<file path="src/sv/stp_pkg.sv">
// Shared types and constants for the software timer pool.
package stp_pkg;

   localparam int NUM_TIMERS  = 32;
   localparam int STORE_DEPTH = 32;
   localparam int SLOT_COUNT  = (NUM_TIMERS < STORE_DEPTH) ? NUM_TIMERS : STORE_DEPTH;
   localparam int HANDLE_W    = 5;
   localparam int TICK_W      = 32;
   localparam int MODE_W      = 3;

   localparam logic [TICK_W-1:0] TICK_STEP = TICK_W'(1);

   localparam logic [MODE_W-1:0] MODE_TICK    = 3'd0;
   localparam logic [MODE_W-1:0] MODE_ALLOC   = 3'd1;
   localparam logic [MODE_W-1:0] MODE_RELEASE = 3'd2;
   localparam logic [MODE_W-1:0] MODE_CHECK   = 3'd3;
   localparam logic [MODE_W-1:0] MODE_RESTART = 3'd4;

   typedef enum logic [2:0] {
      OP_TICK,
      OP_ALLOC,
      OP_RELEASE,
      OP_CHECK,
      OP_RESTART,
      OP_NONE
   } op_type;

   typedef struct packed {
      logic [MODE_W-1:0]   mode;
      logic [HANDLE_W-1:0] handle;
      logic [TICK_W-1:0]   duration;
   } req_type;

   typedef struct packed {
      logic [HANDLE_W-1:0] result_handle;
      logic                accepted;
      logic                expired;
   } rsp_type;

   typedef struct packed {
      op_type              op;
      logic [HANDLE_W-1:0] handle;
      logic                in_range;
      logic [TICK_W-1:0]   duration;
   } cmd_type;

endpackage

</file>
<file path="src/sv/stp_ram.sv">
// Generic single-write, single-read RAM with registered read data.
module stp_ram #(
   parameter int WIDTH = 32,
   parameter int DEPTH = 32
) (
   input  logic                     clock,
   input  logic                     wr_en,
   input  logic [$clog2(DEPTH)-1:0] wr_addr,
   input  logic [WIDTH-1:0]         wr_data,
   input  logic                     rd_en,
   input  logic [$clog2(DEPTH)-1:0] rd_addr,
   output logic [WIDTH-1:0]         rd_data
);

   logic [WIDTH-1:0] mem_ff [DEPTH];
   logic [WIDTH-1:0] rd_data_ff;

   always_ff @(posedge clock) begin
      if (wr_en) begin
         mem_ff[wr_addr] <= wr_data;
      end
      if (rd_en) begin
         rd_data_ff <= mem_ff[rd_addr];
      end
   end

   assign rd_data = rd_data_ff;

endmodule

</file>
<file path="src/sv/stp_front.sv">
// Request decoder: turns a mode and handle into a command for the queue.
module stp_front import stp_pkg::*; (
   input  logic    req_valid,
   output logic    req_stall,
   input  req_type req_payload,
   output logic    cmd_valid,
   input  logic    cmd_stall,
   output cmd_type cmd
);

   op_type op;

   always_comb begin
      unique case (req_payload.mode)
         MODE_TICK:    op = OP_TICK;
         MODE_ALLOC:   op = OP_ALLOC;
         MODE_RELEASE: op = OP_RELEASE;
         MODE_CHECK:   op = OP_CHECK;
         MODE_RESTART: op = OP_RESTART;
         default:      op = OP_NONE;
      endcase
   end

   always_comb begin
      cmd.op       = op;
      cmd.handle   = req_payload.handle;
      cmd.in_range = (req_payload.handle != '0) && (int'(req_payload.handle) < SLOT_COUNT);
      cmd.duration = req_payload.duration;
   end

   assign cmd_valid = req_valid;
   assign req_stall = cmd_stall;

endmodule

</file>
<file path="src/sv/stp_queue.sv">
// Two-entry command queue between the decoder and the execution unit.
module stp_queue import stp_pkg::*; (
   input  logic    clock,
   input  logic    reset,
   input  logic    in_valid,
   output logic    in_stall,
   input  cmd_type in_cmd,
   output logic    out_valid,
   input  logic    out_pop,
   output cmd_type out_cmd
);

   cmd_type    entry_ff [2];
   logic       wr_ptr_ff;
   logic       wr_ptr_in;
   logic       rd_ptr_ff;
   logic       rd_ptr_in;
   logic [1:0] count_ff;
   logic [1:0] count_in;
   logic       push;
   logic       pop;

   assign in_stall  = (count_ff == 2'd2);
   assign push      = in_valid && !in_stall;
   assign out_valid = (count_ff != 2'd0);
   assign pop       = out_pop && out_valid;
   assign out_cmd   = entry_ff[rd_ptr_ff];

   always_comb begin
      wr_ptr_in = push ? !wr_ptr_ff : wr_ptr_ff;
      rd_ptr_in = pop ? !rd_ptr_ff : rd_ptr_ff;
      count_in  = count_ff + 2'(push) - 2'(pop);
   end

   always_ff @(posedge clock) begin
      if (reset) begin
         wr_ptr_ff <= 1'b0;
         rd_ptr_ff <= 1'b0;
         count_ff  <= 2'd0;
      end else begin
         wr_ptr_ff <= wr_ptr_in;
         rd_ptr_ff <= rd_ptr_in;
         count_ff  <= count_in;
      end
      if (push) begin
         entry_ff[wr_ptr_ff] <= in_cmd;
      end
   end

endmodule

</file>
<file path="src/sv/stp_back.sv">
// Execution unit: tick counter, slot flags, deadline store and result register.
module stp_back import stp_pkg::*; (
   input  logic    clock,
   input  logic    reset,
   input  logic    cmd_valid,
   input  cmd_type cmd,
   output logic    cmd_pop,
   output logic    rsp_valid,
   input  logic    rsp_stall,
   output rsp_type rsp_payload
);

   typedef enum logic {
      ST_IDLE,
      ST_COMPARE
   } state_type;

   state_type              state_ff;
   state_type              state_in;
   logic [TICK_W-1:0]      tick_ff;
   logic [TICK_W-1:0]      tick_in;
   logic [STORE_DEPTH-1:0] in_use_ff;
   logic [STORE_DEPTH-1:0] in_use_in;
   logic                   rsp_valid_ff;
   logic                   rsp_valid_in;
   rsp_type                rsp_ff;
   rsp_type                rsp_in;

   logic                   free_found;
   logic [HANDLE_W-1:0]    free_idx;
   logic                   hit;
   logic [TICK_W-1:0]      deadline_new;
   logic                   ram_wr_en;
   logic [HANDLE_W-1:0]    ram_wr_addr;
   logic                   ram_rd_en;
   logic [TICK_W-1:0]      ram_rd_data;

   always_comb begin
      free_found = 1'b0;
      free_idx   = '0;
      for (int i = SLOT_COUNT - 1; i >= 1; i--) begin
         if (!in_use_ff[i]) begin
            free_found = 1'b1;
            free_idx   = HANDLE_W'(i);
         end
      end
   end

   assign hit          = cmd.in_range && in_use_ff[cmd.handle];
   assign deadline_new = cmd.duration + tick_ff;
   assign cmd_pop      = (state_ff == ST_IDLE) && cmd_valid && (!rsp_valid_ff || !rsp_stall);
   assign ram_wr_en    = cmd_pop && (((cmd.op == OP_ALLOC) && free_found) ||
                                     ((cmd.op == OP_RESTART) && hit));
   assign ram_wr_addr  = (cmd.op == OP_ALLOC) ? free_idx : cmd.handle;
   assign ram_rd_en    = cmd_pop && (cmd.op == OP_CHECK) && hit;

   stp_ram #(
      .WIDTH (TICK_W),
      .DEPTH (STORE_DEPTH)
   ) u_deadline_ram (
      .clock   (clock),
      .wr_en   (ram_wr_en),
      .wr_addr (ram_wr_addr),
      .wr_data (deadline_new),
      .rd_en   (ram_rd_en),
      .rd_addr (cmd.handle),
      .rd_data (ram_rd_data)
   );

   always_comb begin
      state_in     = state_ff;
      tick_in      = tick_ff;
      in_use_in    = in_use_ff;
      rsp_valid_in = rsp_valid_ff && rsp_stall;
      rsp_in       = rsp_ff;
      unique case (state_ff)
         ST_IDLE: begin
            if (cmd_pop) begin
               rsp_valid_in = 1'b1;
               rsp_in       = '0;
               case (cmd.op)
                  OP_TICK: begin
                     tick_in = tick_ff + TICK_STEP;
                  end
                  OP_ALLOC: begin
                     if (free_found) begin
                        in_use_in[free_idx]  = 1'b1;
                        rsp_in.result_handle = free_idx;
                        rsp_in.accepted      = 1'b1;
                     end
                  end
                  OP_RELEASE: begin
                     if (hit) begin
                        in_use_in[cmd.handle] = 1'b0;
                        rsp_in.accepted       = 1'b1;
                     end else begin
                        rsp_in.result_handle = cmd.handle;
                     end
                  end
                  OP_CHECK: begin
                     if (hit) begin
                        rsp_valid_in = 1'b0;
                        state_in     = ST_COMPARE;
                     end
                  end
                  OP_RESTART: begin
                     rsp_in.accepted = hit;
                  end
                  default: begin
                  end
               endcase
            end
         end
         ST_COMPARE: begin
            rsp_valid_in         = 1'b1;
            rsp_in.result_handle = '0;
            rsp_in.accepted      = 1'b1;
            rsp_in.expired       = (ram_rd_data < tick_ff);
            state_in             = ST_IDLE;
         end
         default: begin
            state_in = ST_IDLE;
         end
      endcase
   end

   always_ff @(posedge clock) begin
      if (reset) begin
         state_ff     <= ST_IDLE;
         tick_ff      <= '0;
         in_use_ff    <= '0;
         rsp_valid_ff <= 1'b0;
      end else begin
         state_ff     <= state_in;
         tick_ff      <= tick_in;
         in_use_ff    <= in_use_in;
         rsp_valid_ff <= rsp_valid_in;
      end
      rsp_ff <= rsp_in;
   end

   assign rsp_valid   = rsp_valid_ff;
   assign rsp_payload = rsp_ff;

endmodule

</file>
<file path="src/sv/software_timer_pool.sv">
// Top level of the software timer pool: decoder, command queue and execution unit.
// A request accepted into the queue is held in a queue entry and, once popped, in the
// response register; a check of a valid handle also passes the registered deadline read and
// the compare state. Throughput: one request per cycle while responses are not stalled; the
// single execution unit takes no new command in the compare state after a valid check.
// Reset clears the tick counter, all slot flags, the queue and the response valid flag.
module software_timer_pool import stp_pkg::*; (
   input  logic    clock,
   input  logic    reset,
   input  logic    req_valid,
   output logic    req_stall,
   input  req_type req_payload,
   output logic    rsp_valid,
   input  logic    rsp_stall,
   output rsp_type rsp_payload
);

   logic    fe_valid;
   logic    fe_stall;
   cmd_type fe_cmd;
   logic    q_valid;
   logic    q_pop;
   cmd_type q_cmd;

   stp_front u_front (
      .req_valid   (req_valid),
      .req_stall   (req_stall),
      .req_payload (req_payload),
      .cmd_valid   (fe_valid),
      .cmd_stall   (fe_stall),
      .cmd         (fe_cmd)
   );

   stp_queue u_queue (
      .clock     (clock),
      .reset     (reset),
      .in_valid  (fe_valid),
      .in_stall  (fe_stall),
      .in_cmd    (fe_cmd),
      .out_valid (q_valid),
      .out_pop   (q_pop),
      .out_cmd   (q_cmd)
   );

   stp_back u_back (
      .clock       (clock),
      .reset       (reset),
      .cmd_valid   (q_valid),
      .cmd         (q_cmd),
      .cmd_pop     (q_pop),
      .rsp_valid   (rsp_valid),
      .rsp_stall   (rsp_stall),
      .rsp_payload (rsp_payload)
   );

`ifndef SYNTHESIS
   a_pop_needs_entry: assert property (@(posedge clock) disable iff (reset)
      q_pop |-> q_valid)
      else $error("command popped from empty queue");

   a_pop_not_blocked: assert property (@(posedge clock) disable iff (reset)
      !(q_pop && rsp_valid && rsp_stall))
      else $error("command popped while response register is blocked");

   a_expired_accepted: assert property (@(posedge clock) disable iff (reset)
      (rsp_valid && rsp_payload.expired) |-> (rsp_payload.accepted &&
                                              rsp_payload.result_handle == '0))
      else $error("expiry reported without an accepted check");

   a_handle_in_pool: assert property (@(posedge clock) disable iff (reset)
      (rsp_valid && rsp_payload.accepted) |-> (int'(rsp_payload.result_handle) < SLOT_COUNT))
      else $error("accepted response carries a handle outside the pool");
`endif

endmodule
</file>
<file path="config.mk">
export PLATFORM = sky130hd
export DESIGN_NAME = software_timer_pool
export DESIGN_NICKNAME = d
export VERILOG_FILES = /design/src/sv/stp_pkg.sv /design/src/sv/stp_ram.sv /design/src/sv/stp_front.sv /design/src/sv/stp_queue.sv /design/src/sv/stp_back.sv /design/src/sv/software_timer_pool.sv
export SDC_FILE = /design/constraint.sdc
export NUM_CORES = 1
export LEC_CHECK = 0
export ABC_CLOCK_PERIOD_IN_PS = 16200
export BUFFER_PORTS_ARGS = -buffer_cell sky130_fd_sc_hd__buf_2
export CAP_MARGIN = 10
export CORE_MARGIN = 2
export CORE_UTILIZATION = 33
export DETAILED_ROUTE_END_ITERATION = 10
export RECOVER_POWER = 25
export SYNTH_ARGS = -nofsm -noshare
export SYNTH_HDL_FRONTEND = slang
export SYNTH_SLANG_ARGS = --single-unit
export TNS_END_PERCENT = 10
</file>
<file path="constraint.sdc">
create_clock -name clock -period 16.2 [get_ports clock]
set_clock_uncertainty 0.15 [all_clocks]
set_input_delay 3.24 -clock clock [delete_from_list [all_inputs] [get_ports clock]]
set_output_delay 3.24 -clock clock [all_outputs]
set_load 0.005 [all_outputs]
</file>
==> metrics, run 1 <==
TNS Setup=0 ps; max cap viols=18; final net count=approximately 2,900; Final GP Congestion=approximately 0.87; clock latency on the worst-skew pair=750 ps; failing checks=max-capacitance violations, max-slew violations; I/O pin total=53; layout cells sized above 1=20.8%; Die X=390 um; post-route non-filler standard cell count=4,798; worst reg2reg endpoint=u_back.u_deadline_ram.mem_ff[8][4]; critical path's top delay family=simple AND/OR/NAND/NOR gates; crit path time final=9020 ps; Netlist cell types=83; initial DRC count=2,901; Leak=~17 nW; WL/cell=roughly 26 um; R2R Setup Slk=7180 ps; final setup violation count=0; Hold Violations, Final=0; Global Route Usage Sum=16.2%; Max VDD drop=0.101 mV; grt total ovfl=0; EDFF count, synth=between 1,000 and 1,500; Vias/cell=5.38; Core ar.=0.148 mm2; CTS Buf Count=114; FF+latch count, synth=1,216; unrepaired setup endpoints after global routing=false; Buffers & Inverters on Critical Path=1; Clk pin slew, worst setup/hold paths=60 ps; Placed Instances=4,582; Post-Syn Nets=2,768; slowest CP cell=clkbuf_1; status=finished, violations left; antenna-violating nets left=0; Via Count=25,811; first-pass GRT wire length=180,000 um; WS Path Type=register to register; Cell Area, Synth=0.0492 mm2; crit-path max FO=62; Die ar.=0.152 mm2; worst hold path depth=1; syn avg cell area=18.5 um2; H-tree depth=3; dpl hpwl=78,400 um; post-cts resize count=0; drt pass-1 iters=6; hold_sp=u_back.in_use_ff[0]; Tcrit/Tclk final=55.7%; clock tree buffer depth=3; initial core utilization=roughly a third; PortBufs=52; Yosys warning count=0; Chip Height=390 um; initial antenna violation count=4; peak per-stage delay on the critical path=2350 ps; Num Clock Sinks=1,216; Slew Viols, Final=641; max_slew headroom=-148%; largest net degree at the start of global routing=116; synthesized netlist cell count=2,658; hold-fix buffers at CTS=0; CTS Root Buffer Type=clkbuf_16; FFs w/ async S/R, synth=0%; sequential-to-total area share from yosys stat=72.8%; CTS tree=yes; WP data arrival=9150 ps; reg2reg path depth=9; FILL cells=13,472; startpoint types=register; post-CTS setup buffers=0; Synth Flop Type=edfxtp_1; WHS Endpoint=u_back.in_use_ff[0]; DRT Wirelength=125,000 um; pwr dens=147 mW/mm2; FP Rows=141; worst-path cell chain=clkbuf_1, or3b_2, and2_0, o22ai_1, o31a_1, nor4_1, a2bb2oi_2, or2_2, nor2_4; Max Clk Rate=111 MHz; CP Capture Type=register; vias in the first global route=about 25,000; Critical Path RT=16,340 ps; Hold Path Class=register to register; DRC Markers=0; Worst Tran Pin Value=3690 ps; Area Growth Syn to Fin=13.6%
## cell usage after synthesis, types with 24 or more instances
master       n  area share [%]
nor3_1      43            0.44
buf_2       25            0.25
nand4_1     40            0.51
nor2_1     111            0.85
mux2i_1     29            0.59
o21ai_0     71            0.72
xnor2_1     43            0.77
a21oi_1     90            0.92
edfxtp_1  1145              70
nand2_1    103            0.79
mux4_2     258              12
ha_1        65             1.7
clkbuf_1    62            0.47
a21o_1      24            0.37
mux2_2      34            0.78
nand3_1     31            0.32
inv_1       56            0.43
a22oi_1    112             1.7
dfxtp_1     71             2.9
## logic make-up after synthesis
family          count (synthesis)  synth area share [%]
mux                           323                  13.3
compound gates                379                  5.16
xor+xnor                       58                  1.03
flops                        1216                  72.8
buf+inv                       167                  1.42
fa+ha+maj                      66                  1.69
simple gates                  449                  4.65
## placed cells by master (no fill, tap or decap), types with 15 or more instances in the layout
cell type,synthesis,layout
edfxtp_1,1145,1145
mux4_2,258,258
clkbuf_16,0,116
a22oi_1,112,112
nand2_1,103,103
a21oi_1,90,85
nor2_1,111,83
o21ai_0,71,71
dfxtp_1,71,71
clkbuf_1,62,66
ha_1,65,65
inv_1,56,56
buf_4,3,43
nand4_1,40,40
xnor2_1,43,39
clkinv_1,1,37
nor3_1,43,34
mux2_2,34,33
nand3_1,31,31
mux2i_1,29,29
nor2_4,1,27
a21o_1,24,24
and3_1,23,23
clkinv_2,0,20
buf_2,25,17
nand2b_1,15,15
## how the worst max path moves through the flow
stage,start,endpoint,slack [ps],cells past startpoint
floorplan,rsp_stall,u_back.u_deadline_ram.mem_ff[21][0],9200,7
global placement,rsp_stall,u_back.u_deadline_ram.mem_ff[0][3],9420,9
detailed placement,rsp_stall,u_back.u_deadline_ram.mem_ff[2][30],9490,9
CTS,rsp_stall,u_back.u_deadline_ram.mem_ff[8][4],10280,9
global route,register,u_back.u_deadline_ram.mem_ff[0][4],6550,9
finish,register,u_back.u_deadline_ram.mem_ff[8][4],7180,9
## layout make-up
| cell class | count | area (um2) | area share, % |
|---|---|---|---|
| sequential | 1216 | 35800 | 64.1 |
| multi-input combinational | 1275 | 13300 | 23.9 |
| clock buffer | 141 | 3010 | 5.38 |
| tap | 1930 | 2410 | 4.32 |
| timing repair buffer | 105 | 609 | 1.09 |
| clock inverter | 71 | 502 | 0.898 |
| inverter | 57 | 214 | 0.383 |
| antenna | 3 | 7.51 | 0.0134 |
## per-layer routing
metal	global-route usage, %	vias to the layer above	routed length, um
li1	-	11128	-
met1	24.5	13491	57100
met2	23.5	1013	54100
met3	4.01	175	11100
met4	3.45	4	2300
met5	0	-	23
## state kept, by name (all words and copies together) (netlist names), named ones only
register	count
u_back.tick_ff	32
u_queue.wr_ptr_ff	1
u_queue.count_ff	2
u_back.rsp_payload	7
u_back.u_deadline_ram.mem_ff	1024
u_queue.rd_ptr_ff	1
u_back.rsp_valid	1
u_back.in_use_ff	32
u_queue.entry_ff	82
u_back.state_ff	1
u_back.u_deadline_ram.rd_data	32
## where the power goes
part	switching, mW	internal [mW]
clock network	1.17	1.37
logic	1.26	0.602
registers	0.0295	3.80
## through the flow
stage / total power [mW] / hold WS (ps) / area, um2 / util [%] / worst slack [ps]
final: 8.24 / 299 / 55900 / 37.8 / 7180
after floorplan: 4.96 / 278 / 49200 / - / 9200
after global routing: 8.53 / 321 / 55900 / 37.8 / 6550
after CTS: 8.30 / 298 / 56100 / 38.0 / 10280
after detailed placement: 5.77 / 290 / 52600 / 35.6 / 9490
after global placement: 5.74 / 286 / 52600 / 35.6 / 9420
Note: power is estimated with default switching activity, not from simulation.
==> inputs of run 2 (changes only) <==
Settings changed: ABC_CLOCK_PERIOD_IN_PS 16200 to 9400.
Clock period 16.2 ns to 9.4 ns, I/O delays scaled along.
==> run 2 against run 1 <==
- the run still ends with max-capacitance violations, max-slew violations left
- global-route usage rose by 0.74 points
- cell area is 1.3% higher
- via count increased by 3.3%
- cell count increased by 1.0%
- clock power rose by 96%
- largest cell class unchanged
==> metrics, run 2 (synthesis results as in run 1) <==
DRT Wirelength=roughly 130,000 um; hold-fix buffers at CTS=0; met2 WL=approximately 61,000 um; antenna-violating nets left=0; Slew Viols, Final=513; worst-path cell chain=clkbuf_1, or3b_2, and2_1, o22ai_1, o31a_1, nor4_4, a21o_1, nand3_1, nor2_4, buf_4; CTS Buf Count=~130; WHS Endpoint=u_back.in_use_ff[0]; dpl hpwl=70,300 um; first-pass GRT wire length=~190,000 um; PortBufs=52; failing checks=max-capacitance violations, max-slew violations; final net count=2,928; clock latency on the worst-skew pair=750 ps; initial DRC count=3,108; Area Growth Syn to Fin=15.1%; crit-path max FO=43; Hold Violations, Final=0; max reg flops=1,024; vias in the first global route=25,856; hold_sp=u_back.in_use_ff[0]; slowest CP cell=clkbuf_1; Global Route Usage Sum=approximately 17%; post-route non-filler standard cell count=4,846; commonest cells after routing, fill and taps aside=edfxtp_1, mux4_2, clkbuf_16; WL/cell=27.0 um; worst hold path depth=1; Tcrit/Tclk final=between 70% and 80%; Hold Path Class=register to register; layout cells sized above 1=a little under a quarter; largest registers=u_back.u_deadline_ram.mem_ff: 1024 flops, u_queue.entry_ff: 82 flops; Worst Tran Pin Value=3550 ps; DRC Markers=0; Clk pin slew, worst setup/hold paths=roughly 60 ps; Max VDD drop=0.175 mV; grt total ovfl=0; status=finished, violations left; max_slew headroom=-137%; post-CTS setup buffers=0; WS Path Type=register to register; TNS Setup=0 ps; met3 wire len=about 12,000 um; unrepaired setup endpoints after global routing=false; Final GP Congestion=0.861; Die ar.=around 0.15 mm2; CTS tree=yes; R2R Setup Slk=2270 ps; most common cell after layout, fill and taps aside=edfxtp_1; clock tree buffer depth=3; crit path time final=7130 ps; peak per-stage delay on the critical path=1790 ps; drt pass-1 iters=6; Post-Route M1 WL=54,900 um; CTS Root Buffer Type=clkbuf_16; post-cts resize count=0; pwr dens=255 mW/mm2; final setup violation count=0; initial core utilization=33.3%; Final WS setup=2270 ps; H-tree depth=4; I/O pin total=between 50 and 60; worst reg2reg endpoint=u_back.u_deadline_ram.mem_ff[22][27]; max cap viols=13; reg2reg path depth=10; WP data arrival=7350 ps; Max Clk Rate=140 MHz; Critical Path RT=9620 ps; Vias/cell=5.50; largest net degree at the start of global routing=131; initial antenna violation count=2; Most flops, register=u_back.u_deadline_ram.mem_ff; CP Capture Type=register; Num Clock Sinks=1,216; FP Rows=141; highest metal used=met4; Via Count=26,666; Placed Instances=around 4,600; Leak=17.7 nW; Die X=390 um; startpoint types=register; Hold Slack=318 ps; Place WS=3650 ps; Chip Height=390 um; Core ar.=0.148 mm2
## run 2: layout make-up
cell class / count / area (um2)
well taps: 1930 / 2410
flip-flops and latches: 1216 / 35800
clock buffers: 161 / 3440
clock inverters: 69 / 692
repair buffers: 137 / 863
inverters: 57 / 214
multi-input cells: 1275 / 13200
fillers: 13393 / 91200
diodes: 1 / 2.50
## run 2: stage by stage
step	cell area [um2]	util, %	total power, mW
global placement	52600	35.6	9.54
global route	56600	38.3	15.0
detailed placement	52600	35.6	9.57
floorplan	49200	-	8.54
CTS	56800	38.4	14.5
finish	56600	38.3	14.4
## run 2: how the worst max path moves through the flow
| stage | startpoint | end | slack (ps) | cells past startpoint |
|---|---|---|---|---|
| 6_report | register | u_back.u_deadline_ram.mem_ff[22][27] | 2270 | 10 |
| 3_5_place_dp | register | u_back.u_deadline_ram.mem_ff[22][4] | 3650 | 10 |
| 4_1_cts | register | u_back.u_deadline_ram.mem_ff[22][27] | 3630 | 10 |
| 3_3_place_gp | register | u_back.u_deadline_ram.mem_ff[22][27] | 3840 | 10 |
| 5_1_grt | register | u_back.u_deadline_ram.mem_ff[21][4] | 1760 | 9 |
| 2_1_floorplan | register | u_back.u_deadline_ram.mem_ff[0][31] | 3310 | 14 |
## run 2: where the power goes
| group | switching (mW) | total, mW | internal (mW) | leakage, nW |
|---|---|---|---|---|
| combinational | 1.80 | 2.88 | 1.07 | 4.76 |
| clock | 2.12 | 4.97 | 2.85 | 2.02 |
| sequential | 0.0652 | 6.60 | 6.53 | 10.9 |
## run 2: routing by layer
metal  global-route usage [%]  up-vias
met4                     4.79        0
met2                     26.8     1193
met3                     2.71      218
li1                         -    11218
met1                     24.2    14037
met5                        0        -
## run 2: critical path, delay by kind of cell, from the launching register on
family          cells  cell delay (ps)
simple gates        5             2830
compound gates      3              760
flops               1              630
buf+inv             2             2350
